<file path="config.mk">
export PLATFORM = sky130hd
export DESIGN_NAME = nis_update
export DESIGN_NICKNAME = d
export VERILOG_FILES = /design/src/hdl/nis_pkg.sv /design/src/hdl/nis_update.sv
export SDC_FILE = /design/constraint.sdc
export NUM_CORES = 2
export LEC_CHECK = 0
export BUFFER_PORTS_ARGS = -buffer_cell sky130_fd_sc_hd__buf_4
export CAP_MARGIN = 20
export CORE_MARGIN = 3
export CORE_UTILIZATION = 45
export CTS_BUF_LIST = sky130_fd_sc_hd__clkbuf_4 sky130_fd_sc_hd__clkbuf_8
export CTS_CLUSTER_DIAMETER = 100
export DETAILED_ROUTE_END_ITERATION = 6
export GPL_ROUTABILITY_DRIVEN = 0
export PLACE_DENSITY = 0.71
export SYNTH_ARGS = -nofsm -noshare
export SYNTH_HDL_FRONTEND = slang
export SYNTH_SLANG_ARGS = --single-unit
</file>
<file path="constraint.sdc">
create_clock -name clk_i -period 10.31 [get_ports clk_i]
set_clock_uncertainty 0.05 [all_clocks]
set_input_delay 1.031 -clock clk_i [delete_from_list [all_inputs] [get_ports clk_i]]
set_output_delay 1.031 -clock clk_i [all_outputs]
set_load 0.01 [all_outputs]
</file>
<file path="src/hdl/nis_pkg.sv">
package nis_pkg;

  localparam int unsigned DataW     = 32;
  localparam int unsigned ThrW      = 31;
  localparam int unsigned IterW     = 8;
  localparam int unsigned RingDepth = 4;
  localparam int unsigned TagW      = $clog2(RingDepth);

  localparam logic [IterW-1:0] MaxIterations = 8'd64;

  localparam logic [DataW-1:0] GuessReset = 32'h0100_0000;
  localparam logic [ThrW-1:0]  ThrReset   = 31'd10737;
  localparam logic [DataW-1:0] OneQ30     = 32'h4000_0000;
  localparam logic [DataW-1:0] ThreeQ30   = 32'hC000_0000;
  localparam logic [DataW-1:0] Sat32      = 32'hFFFF_FFFF;

  // config register indexes
  localparam logic CfgGuess = 1'b0;
  localparam logic CfgThr   = 1'b1;

  // one item riding the ring
  typedef struct packed {
    logic             valid;
    logic             done;
    logic             conv;
    logic [TagW-1:0]  tag;
    logic [IterW-1:0] iter;
    logic [DataW-1:0] x;
    logic [DataW-1:0] g;    // guess, replaced by the root once done
    logic [DataW-1:0] aux;  // g2, then t, then d
  } slot_t;

  function automatic logic [DataW-1:0] sat_shr24(input logic [2*DataW-1:0] p);
    sat_shr24 = (p[63:56] != 8'd0) ? Sat32 : p[55:24];
  endfunction

endpackage

</file>
<file path="src/hdl/nis_update.sv">
module nis_update (
  input  logic                      clk_i,
  input  logic                      rst_ni,
  input  logic [nis_pkg::ThrW-1:0]  thr_i,
  input  nis_pkg::slot_t            s_i,
  output nis_pkg::slot_t            s_o
);

  nis_pkg::slot_t s2_q, s2_d, s3_q, s3_d;
  logic [nis_pkg::DataW-1:0] err;
  logic                      fin_q, fin_d;
  logic [63:0]               prod;

  // error test and update factor
  always_comb begin
    s2_d  = s_i;
    fin_d = 1'b0;
    err   = (s_i.aux >= nis_pkg::OneQ30) ? s_i.aux - nis_pkg::OneQ30
                                         : nis_pkg::OneQ30 - s_i.aux;
    if (s_i.valid && !s_i.done) begin
      if (err <= {1'b0, thr_i}) begin
        s2_d.done = 1'b1;
        s2_d.conv = 1'b1;
        fin_d     = 1'b1;
      end else if (s_i.iter == nis_pkg::MaxIterations) begin
        s2_d.done = 1'b1;
        s2_d.conv = 1'b0;
        fin_d     = 1'b1;
      end
      s2_d.aux = (s_i.aux >= nis_pkg::ThreeQ30) ? '0 : nis_pkg::ThreeQ30 - s_i.aux;
    end
  end

  // one shared multiply: new guess, or root on the lap that finishes
  always_comb begin
    prod = {32'd0, s2_q.g} * {32'd0, (fin_q ? s2_q.x : s2_q.aux)};
    s3_d = s2_q;
    if (s2_q.valid) begin
      if (fin_q) begin
        s3_d.g = (prod[63:62] != 2'd0) ? nis_pkg::Sat32 : prod[61:30];
      end else if (!s2_q.done) begin
        s3_d.g    = prod[63] ? nis_pkg::Sat32 : prod[62:31];
        s3_d.iter = s2_q.iter + 8'd1;
      end
    end
  end

  always_ff @(posedge clk_i or negedge rst_ni) begin
    if (!rst_ni) begin
      s2_q  <= '0;
      s3_q  <= '0;
      fin_q <= 1'b0;
    end else begin
      s2_q  <= s2_d;
      s3_q  <= s3_d;
      fin_q <= fin_d;
    end
  end

  assign s_o = s3_q;

endmodule

</file>
==> out/metrics.cfg <==
[run_status]
status=complete, no violations

[cts]
clockRootBuffer=clkbuf_8
cts_sinks=219
cts_setup_buffers=0
clkTransAtPathRegs_ns=0.07
clock_latency_ns=0.66
cts_tree=done
cts_resized=0
cts_buffer_depth=3
numCtsBuffers=36
htreeDepth=2
postCtsHoldBufs=0

[sta]
finalCriticalPeriod_ns=9.739
setup_violations=0
max_freq_mhz=102.7
period_share=0.9447
relSlewSlack=0.2356
slew_viol_final=0
hold_viol=0
rsz0062_at_grt=false
tightest_slew_ns=1.147
tns_ns=0

[global_route]
grt_pass1_wl_um=196700
gr-total-overflow=0
grt_pass1_vias=35000
antenna_found_initial=7
grtUsageTotal=0.2615
grt_max_degree=110

[routing]
wl_um=122800
viasPerCell=5.447
num_vias=31590
wire_per_inst_um=21.18
postRouteAntennaNets=0
dr.pass1.iters=7
drt-initial-drc-count=2438
post-route-drc-count=0

[critical_path]
cp_common_cell=fa_1
critPathSlowestCell=and2_1
crit_arrival_ns=10.11
end_kind=flop
path_buf_inv=6
cp_top_family=adder cells
max_stage_delay_ns=0.78
crit_required_ns=10.68
path_class=reg -> reg
crit_fanout=21
start_kind=flop

[place]
io_buffers=250
hpwlAfterDp_um=99330

[floorplan]
die_h_um=311.6
rows=111
start_util=0.4565
core_sq_um=92080
die_w_um=311.6
dieArea_sq_um=97100
io_pins=251

[cells_and_area]
drive_above_1_share=0.09954
final_cell_mix=898 x inv_1, 895 x fa_1, 545 x nand2_1
final_common_cell=inv_1
final_nets=5858
fillCellCount=8363
area_growth_pct=9.342

[logic_synthesis]
synth.net_count=5743
synth_ff_type=dfrtp_1
syn_area_per_cell_sq_um=9.533
synth_edf_count=0
ys.warnings.count=0
netlist_area_sq_um=42030
syn_inst=4409
ys_types=76
ys_async_sr_fraction=1.000
ys_ff_latch=219
ys_seq_area_frac=0.1304

[flow_run]
maxCapViolCount=0

[min_path]
min_path_type=reg -> reg

kinds of logic (layout without fill, tap and decap cells):
| kind of cell | Yosys count | after routing | synth area share |
|---|---|---|---|
| xor gates and xnor gates | 73 | 73 | 0.01521 |
| other | 0 | 5 | 0 |
| adders and majority gates | 1192 | 1192 | 0.5147 |
| and+or+nand+nor | 1410 | 1410 | 0.1731 |
| muxes | 36 | 36 | 0.009467 |
| DFF | 219 | 219 | 0.1304 |
| AOI/OAI and AO/OA | 338 | 338 | 0.05424 |
| buffers and inverters | 1141 | 1283 | 0.1029 |
registers in the layout (all words and copies together), names as in the netlist:
register and count:
s_o 109, s2_q 109, fin_q 1
path summary, 6_finish.rpt:
check / from / to / slack, ns / depth (start not counted)
setup / recovery: fin_q$_DFF_PN0_ / s_o[57]$_DFF_PN0_ / 0.57 / 26
hold / removal: s2_q[104]$_DFF_PN0_ / s_o[104]$_DFF_PN0_ / 0.31 / 0
setup reg to reg: fin_q$_DFF_PN0_ / s_o[57]$_DFF_PN0_ / 0.57 / 26
hold reg to reg: s2_q[104]$_DFF_PN0_ / s_o[104]$_DFF_PN0_ / 0.31 / 0
max in group asynchronous: rst_ni / s_o[4]$_DFF_PN0_ / 7.78 / 3
min in group asynchronous: rst_ni / s_o[90]$_DFF_PN0_ / 0.40 / 1
metal layers:
layer	global-route usage	vias to the layer above	routed length (um)
li1	-	13420	-
met1	0.3280	16370	46720
met2	0.4328	1432	58950
met3	0.05300	365	10000
met4	0.1289	4	7125
met5	0	-	25
area by class of cell:
cell class | count | area (sq um) | area share
multi-input combinational | 3049 | 32270 | 0.7021
sequential | 219 | 5490 | 0.1195
inverter | 898 | 3371 | 0.07335
timing repair buffer | 320 | 2455 | 0.05342
tap | 1243 | 1555 | 0.03384
clock buffer | 56 | 689.4 | 0.01500
clock inverter | 9 | 117.6 | 0.002559
antenna | 5 | 12.51 | 0.0002723
through the flow:
stage	setup slack, ns	utilization	area, sq um	instances	hold WS [ns]
finish	0.5706	0.4991	45960	5799	0.3141
detailed placement	0.7306	0.4902	45140	5729	0.2970
floorplan	2.080	-	42030	4409	0.2812
global route	0.08867	0.4990	45950	5796	0.3345
CTS	0.7148	0.4990	45940	5794	0.3232
global placement	0.8655	0.4899	45110	5728	0.2833
Yosys cell counts (30+ instances only):
master,number,area (sq um)
a21oi_1,87,435.4
nand2_1,545,2046
inv_1,898,3371
ha_1,297,3716
nor2b_1,98,613.1
nor2_1,86,322.8
mux2_2,30,337.8
dfrtp_1,219,5480
xnor2_1,39,341.6
fa_1,895,17920
xor2_1,34,297.8
o21ai_0,63,315.3
a21o_1,44,330.3
and2_1,511,3197
clkbuf_1,229,859.6
Power is left out: the tool's default activity adds up to more than one toggle a clock period on the data nets, which glitch-free logic cannot reach.
