**src/hdl/nis_pkg.sv**
```systemverilog
package nis_pkg;

  localparam int unsigned DataW     = 32;
  localparam int unsigned ThrW      = 31;
  localparam int unsigned IterW     = 8;
  localparam int unsigned RingDepth = 4;
  localparam int unsigned TagW      = $clog2(RingDepth);

  localparam logic [IterW-1:0] MaxIterations = 8'd64;

  localparam logic [DataW-1:0] GuessReset = 32'h0100_0000;
  localparam logic [ThrW-1:0]  ThrReset   = 31'd10737;
  localparam logic [DataW-1:0] OneQ30     = 32'h4000_0000;
  localparam logic [DataW-1:0] ThreeQ30   = 32'hC000_0000;
  localparam logic [DataW-1:0] Sat32      = 32'hFFFF_FFFF;

  // config register indexes
  localparam logic CfgGuess = 1'b0;
  localparam logic CfgThr   = 1'b1;

  // one item riding the ring
  typedef struct packed {
    logic             valid;
    logic             done;
    logic             conv;
    logic [TagW-1:0]  tag;
    logic [IterW-1:0] iter;
    logic [DataW-1:0] x;
    logic [DataW-1:0] g;    // guess, replaced by the root once done
    logic [DataW-1:0] aux;  // g2, then t, then d
  } slot_t;

  function automatic logic [DataW-1:0] sat_shr24(input logic [2*DataW-1:0] p);
    sat_shr24 = (p[63:56] != 8'd0) ? Sat32 : p[55:24];
  endfunction

endpackage

```
**src/hdl/nis_square.sv**
```systemverilog
module nis_square (
  input  logic          clk_i,
  input  logic          rst_ni,
  input  nis_pkg::slot_t s_i,
  output nis_pkg::slot_t s_o
);

  nis_pkg::slot_t s0_q, s0_d, s1_q, s1_d;
  logic [63:0] p0, p1;

  // g2 = g*g >> 24
  always_comb begin
    p0 = {32'd0, s_i.g} * {32'd0, s_i.g};
    s0_d = s_i;
    if (s_i.valid && !s_i.done) begin
      s0_d.aux = nis_pkg::sat_shr24(p0);
    end
  end

  // t = g2*x >> 24
  always_comb begin
    p1 = {32'd0, s0_q.aux} * {32'd0, s0_q.x};
    s1_d = s0_q;
    if (s0_q.valid && !s0_q.done) begin
      s1_d.aux = nis_pkg::sat_shr24(p1);
    end
  end

  always_ff @(posedge clk_i or negedge rst_ni) begin
    if (!rst_ni) begin
      s0_q <= '0;
      s1_q <= '0;
    end else begin
      s0_q <= s0_d;
      s1_q <= s1_d;
    end
  end

  assign s_o = s1_q;

endmodule

```
**config.mk**
```make
export PLATFORM = sky130hd
export DESIGN_NAME = nis_square
export DESIGN_NICKNAME = d
export VERILOG_FILES = /design/src/hdl/nis_pkg.sv /design/src/hdl/nis_square.sv
export SDC_FILE = /design/constraint.sdc
export NUM_CORES = 2
export LEC_CHECK = 0
export ABC_AREA = 1
export BUFFER_PORTS_ARGS = -buffer_cell sky130_fd_sc_hd__buf_4
export CORE_ASPECT_RATIO = 1.1
export CORE_UTILIZATION = 45
export DETAILED_ROUTE_END_ITERATION = 16
export PLACE_DENSITY = 0.63
export SLEW_MARGIN = 20
export SYNTH_ARGS = -nofsm -noshare
export SYNTH_HDL_FRONTEND = slang
export SYNTH_SLANG_ARGS = --single-unit
```
**constraint.sdc**
```tcl
create_clock -name clk_i -period 13.1 [get_ports clk_i]
set_clock_uncertainty 0.05 [all_clocks]
set_input_delay 2.62 -clock clk_i [delete_from_list [all_inputs] [get_ports clk_i]]
set_output_delay 2.62 -clock clk_i [all_outputs]
set_load 0.1 [all_outputs]
```
==> results summary <==
The pin count of the biggest net entering global routing came out at 97. The final setup violation count came out at 0. The register bit count reported by yosys is 218. STA puts the critical path data arrival time at 10.45 ns. The clock edge transition at the registers on the reported setup and hold paths came out at 0.06 ns. Ranked by instance count, the synthesized netlist is headed by inv_1 (2992), nand2_1 (2193), fa_1 (1687). The last weighted congestion value of the routability-driven placer is 1.01. The placed wire-length estimate after detailed placement is 183000 um.

The mapped netlist covers 72600 um^2. Sorting the synthesized cells by area gives the leading types as fa_1 (47%), inv_1 (15%), nand2_1 (11%). The class of the most critical hold timing path is reg -> reg. The worst slew margin relative to its limit came out at 23.0%.

For the pin with the worst max-slew slack, the measured transition is 1.15 ns. The shortest period the worst path allows is 9.97 ns. CTS built an H-tree with a depth of 1. The flip-flop cell with the highest count after synthesis is dfrtp_1. The buffers inserted during post-CTS setup optimization came out at 0. The biggest cell delay along the critical path came out at 0.60 ns. The initial antenna violation count came out at 4. The number of sinks handled by clock tree synthesis came out at 218. The number of resized instances in the post-cts repair step is 0. Setup repair after global routing left no endpoint under its margin. The upper clock frequency limit is 100 MHz. The required time of the critical path is 13.59 ns. The number of synthesized flops with an enable pin came out at 0. The first-pass iteration count of the detailed router came out at 5. The final wirelength came out at 231000 um. Summing all placed instances gives a cell area of 76100 um^2. The full die area came out at 163000 um^2. The final cell count without fillers came out at 11200.

The global-route wire length before repair came out at 359000 um. The number of buffers inserted for hold repair after clock tree synthesis is 0. The initial detailed-routing violation count came out at 3862. Among all cell types in the netlist, the one instantiated most often is inv_1. The worst setup path is of the in -> reg kind. 0 antenna diodes ended up in the layout.

The chip height is 423 um. At the later pin of the worst-skew pair, clock insertion delay measures 0.69 ns. The number of cells produced by synthesis came out at 9047.

The final worst-path setup slack is 3.13 ns. The library cell occupying the most area in the post-synthesis netlist is fa_1. Max-cap violations in this run came to 0. The number of standard-cell rows in the floorplan came out at 154. The area of the core is 160000 um^2.

The total congestion overflow is 0. Buffers placed on the I/O ports in this run total 219. The minimum setup slack after placement came out at 2.43 ns. The cell total after placement is 11100. In this run the biggest area consumer among cell types represents 46.5% of the synthesized area. The fraction of final layout cells with drive strength greater than 1 came out at 5.10%. STA classifies the critical path endpoint as a flop. TritonCTS built the clock tree.

After routing the design area is 77100 um^2. The count of pins over their slew limit is 0. The most prevalent standard cell on the critical path is nand2_1. The global routing usage summed across all routing layers is 29.3%.

The post-synthesis to final-layout area growth is 6.14%. In the routed design, unresolved DRC markers number 0. Dividing the detail-routed via count by the number of cells gives 5.00. TritonCTS created 31 clock buffers.

The number of nets in the synthesized netlist came out at 11400. The worst path uses 76.1% of the clock period. The flow ran to the end, and the final reports show no timing, DRC or antenna violations. Yosys mapped the design onto 44 distinct sky130hd cell types. The final hold violation count was 0. The width of the die came out at 385 um. In this run the count of I/O pins placed on the die edge is 220. The Yosys warning count came out at 0.

The count of nets left with antenna violations once routing finished came out at 0. The starting density of the core came out at 45.4%. The worst-path cell with the longest stage delay is nor2_4.

The detailed-route wire length per cell came out at 20.7 um. The layout net count came out at 11400. The tree is rooted in a clkbuf_16. The setup TNS after final layout came out at 0 ns. The number of global-route vias before repair came out at 62000.

For this run, asynchronously set or reset flops after synthesis account for 100%. The top fanout value on the critical path is 33. The share of synthesized area occupied by flip-flops and latches is 7.51%. Averaged over all synthesized cells, the footprint is 8.03 um^2. The type of element launching the critical path is an input pin. The number of buffers on the longest clock path came out at 3. The total number of vias came out at 55800.
through the flow:
stage          hold slack (ns)  util [%]
3_5_place_dp             0.285      47.5
6_report                 0.296      48.1
4_1_cts                  0.298      48.1
5_1_grt                  0.305      48.1
3_3_place_gp             0.281      47.5
2_1_floorplan            0.281         -
sequential cells by signal (all words and copies together), names as in the netlist:
name	count
s_o	109
s0_q	109
critical path: cells and delay by family:
family,cells,cell delay [ns]
AOI/OAI and AO/OA,3,0.70
buffers and inverters,9,0.94
and+or+nand+nor,11,1.74
adders and majority gates,9,4.40
final timing paths:
check	start	endpoint	slack, ns	cells past startpoint
worst max-delay path	s_i[51]	s0_q[8]$_DFF_PN0_	3.13	32
worst min-delay path	s0_q[40]$_DFF_PN0_	s_o[40]$_DFF_PN0_	0.30	0
worst max register to register	s0_q[13]$_DFF_PN0_	s_o[4]$_DFF_PN0_	3.32	29
worst min register to register	s0_q[40]$_DFF_PN0_	s_o[40]$_DFF_PN0_	0.30	0
max in group asynchronous	rst_ni	s_o[50]$_DFF_PN0_	9.49	3
min in group asynchronous	rst_ni	s_o[13]$_DFF_PN0_	1.92	1
logic make-up (layout without fill, tap and decap cells):
group	after synthesis	count (layout)	share of synthesized area (%)
AND/OR/NAND/NOR	2799	2799	15.3
buffers and inverters	3348	3349	17.4
adder cells (fa/ha/maj)	2241	2241	56.0
AO/OA/AOI/OAI	355	355	2.70
XOR/XNOR	86	86	1.04
flip-flops	218	218	7.51
layer usage:
layer  part of all wire, %  routed length (um)  track usage [%]  vias up
li1                      -                   -                -    25000
met1                    40               91300             37.2    28300
met2                    47              109000             48.6     2103
met3                   8.5               19700             5.89      452
met4                   4.9               11300             12.2        0
met5                     0                   0                0        -
placed cells by master, fill, tap and decap left out, drive strengths merged, types with 4 or more instances in the layout:
master,n
o21ai,84
a31oi,4
buf,293
dfrtp,218
xor2,57
or2,69
clkbuf,39
and3,6
nor3,26
ha,554
a21oi,201
o21bai,39
clkinvlp,5
a21boi,7
clkinv,9
nor2,338
a31o,5
fa,1687
nand4,5
nor4,7
inv,3002
xnor2,29
nand3,136
nand3b,10
nand2,2199
a21o,12
final cells by class:
| type | count | area (um^2) |
|---|---|---|
| sequential | 218 | 5460 |
| clock inverter | 18 | 150 |
| multi-input combinational | 5481 | 54500 |
| tap | 2106 | 2640 |
| clock buffer | 39 | 836 |
| timing repair buffer | 293 | 2210 |
| inverter | 2999 | 11300 |
| fill | 15700 | 83000 |
Power is left out: the tool's default activity adds up to more than one toggle a clock period on the data nets, which glitch-free logic cannot reach.
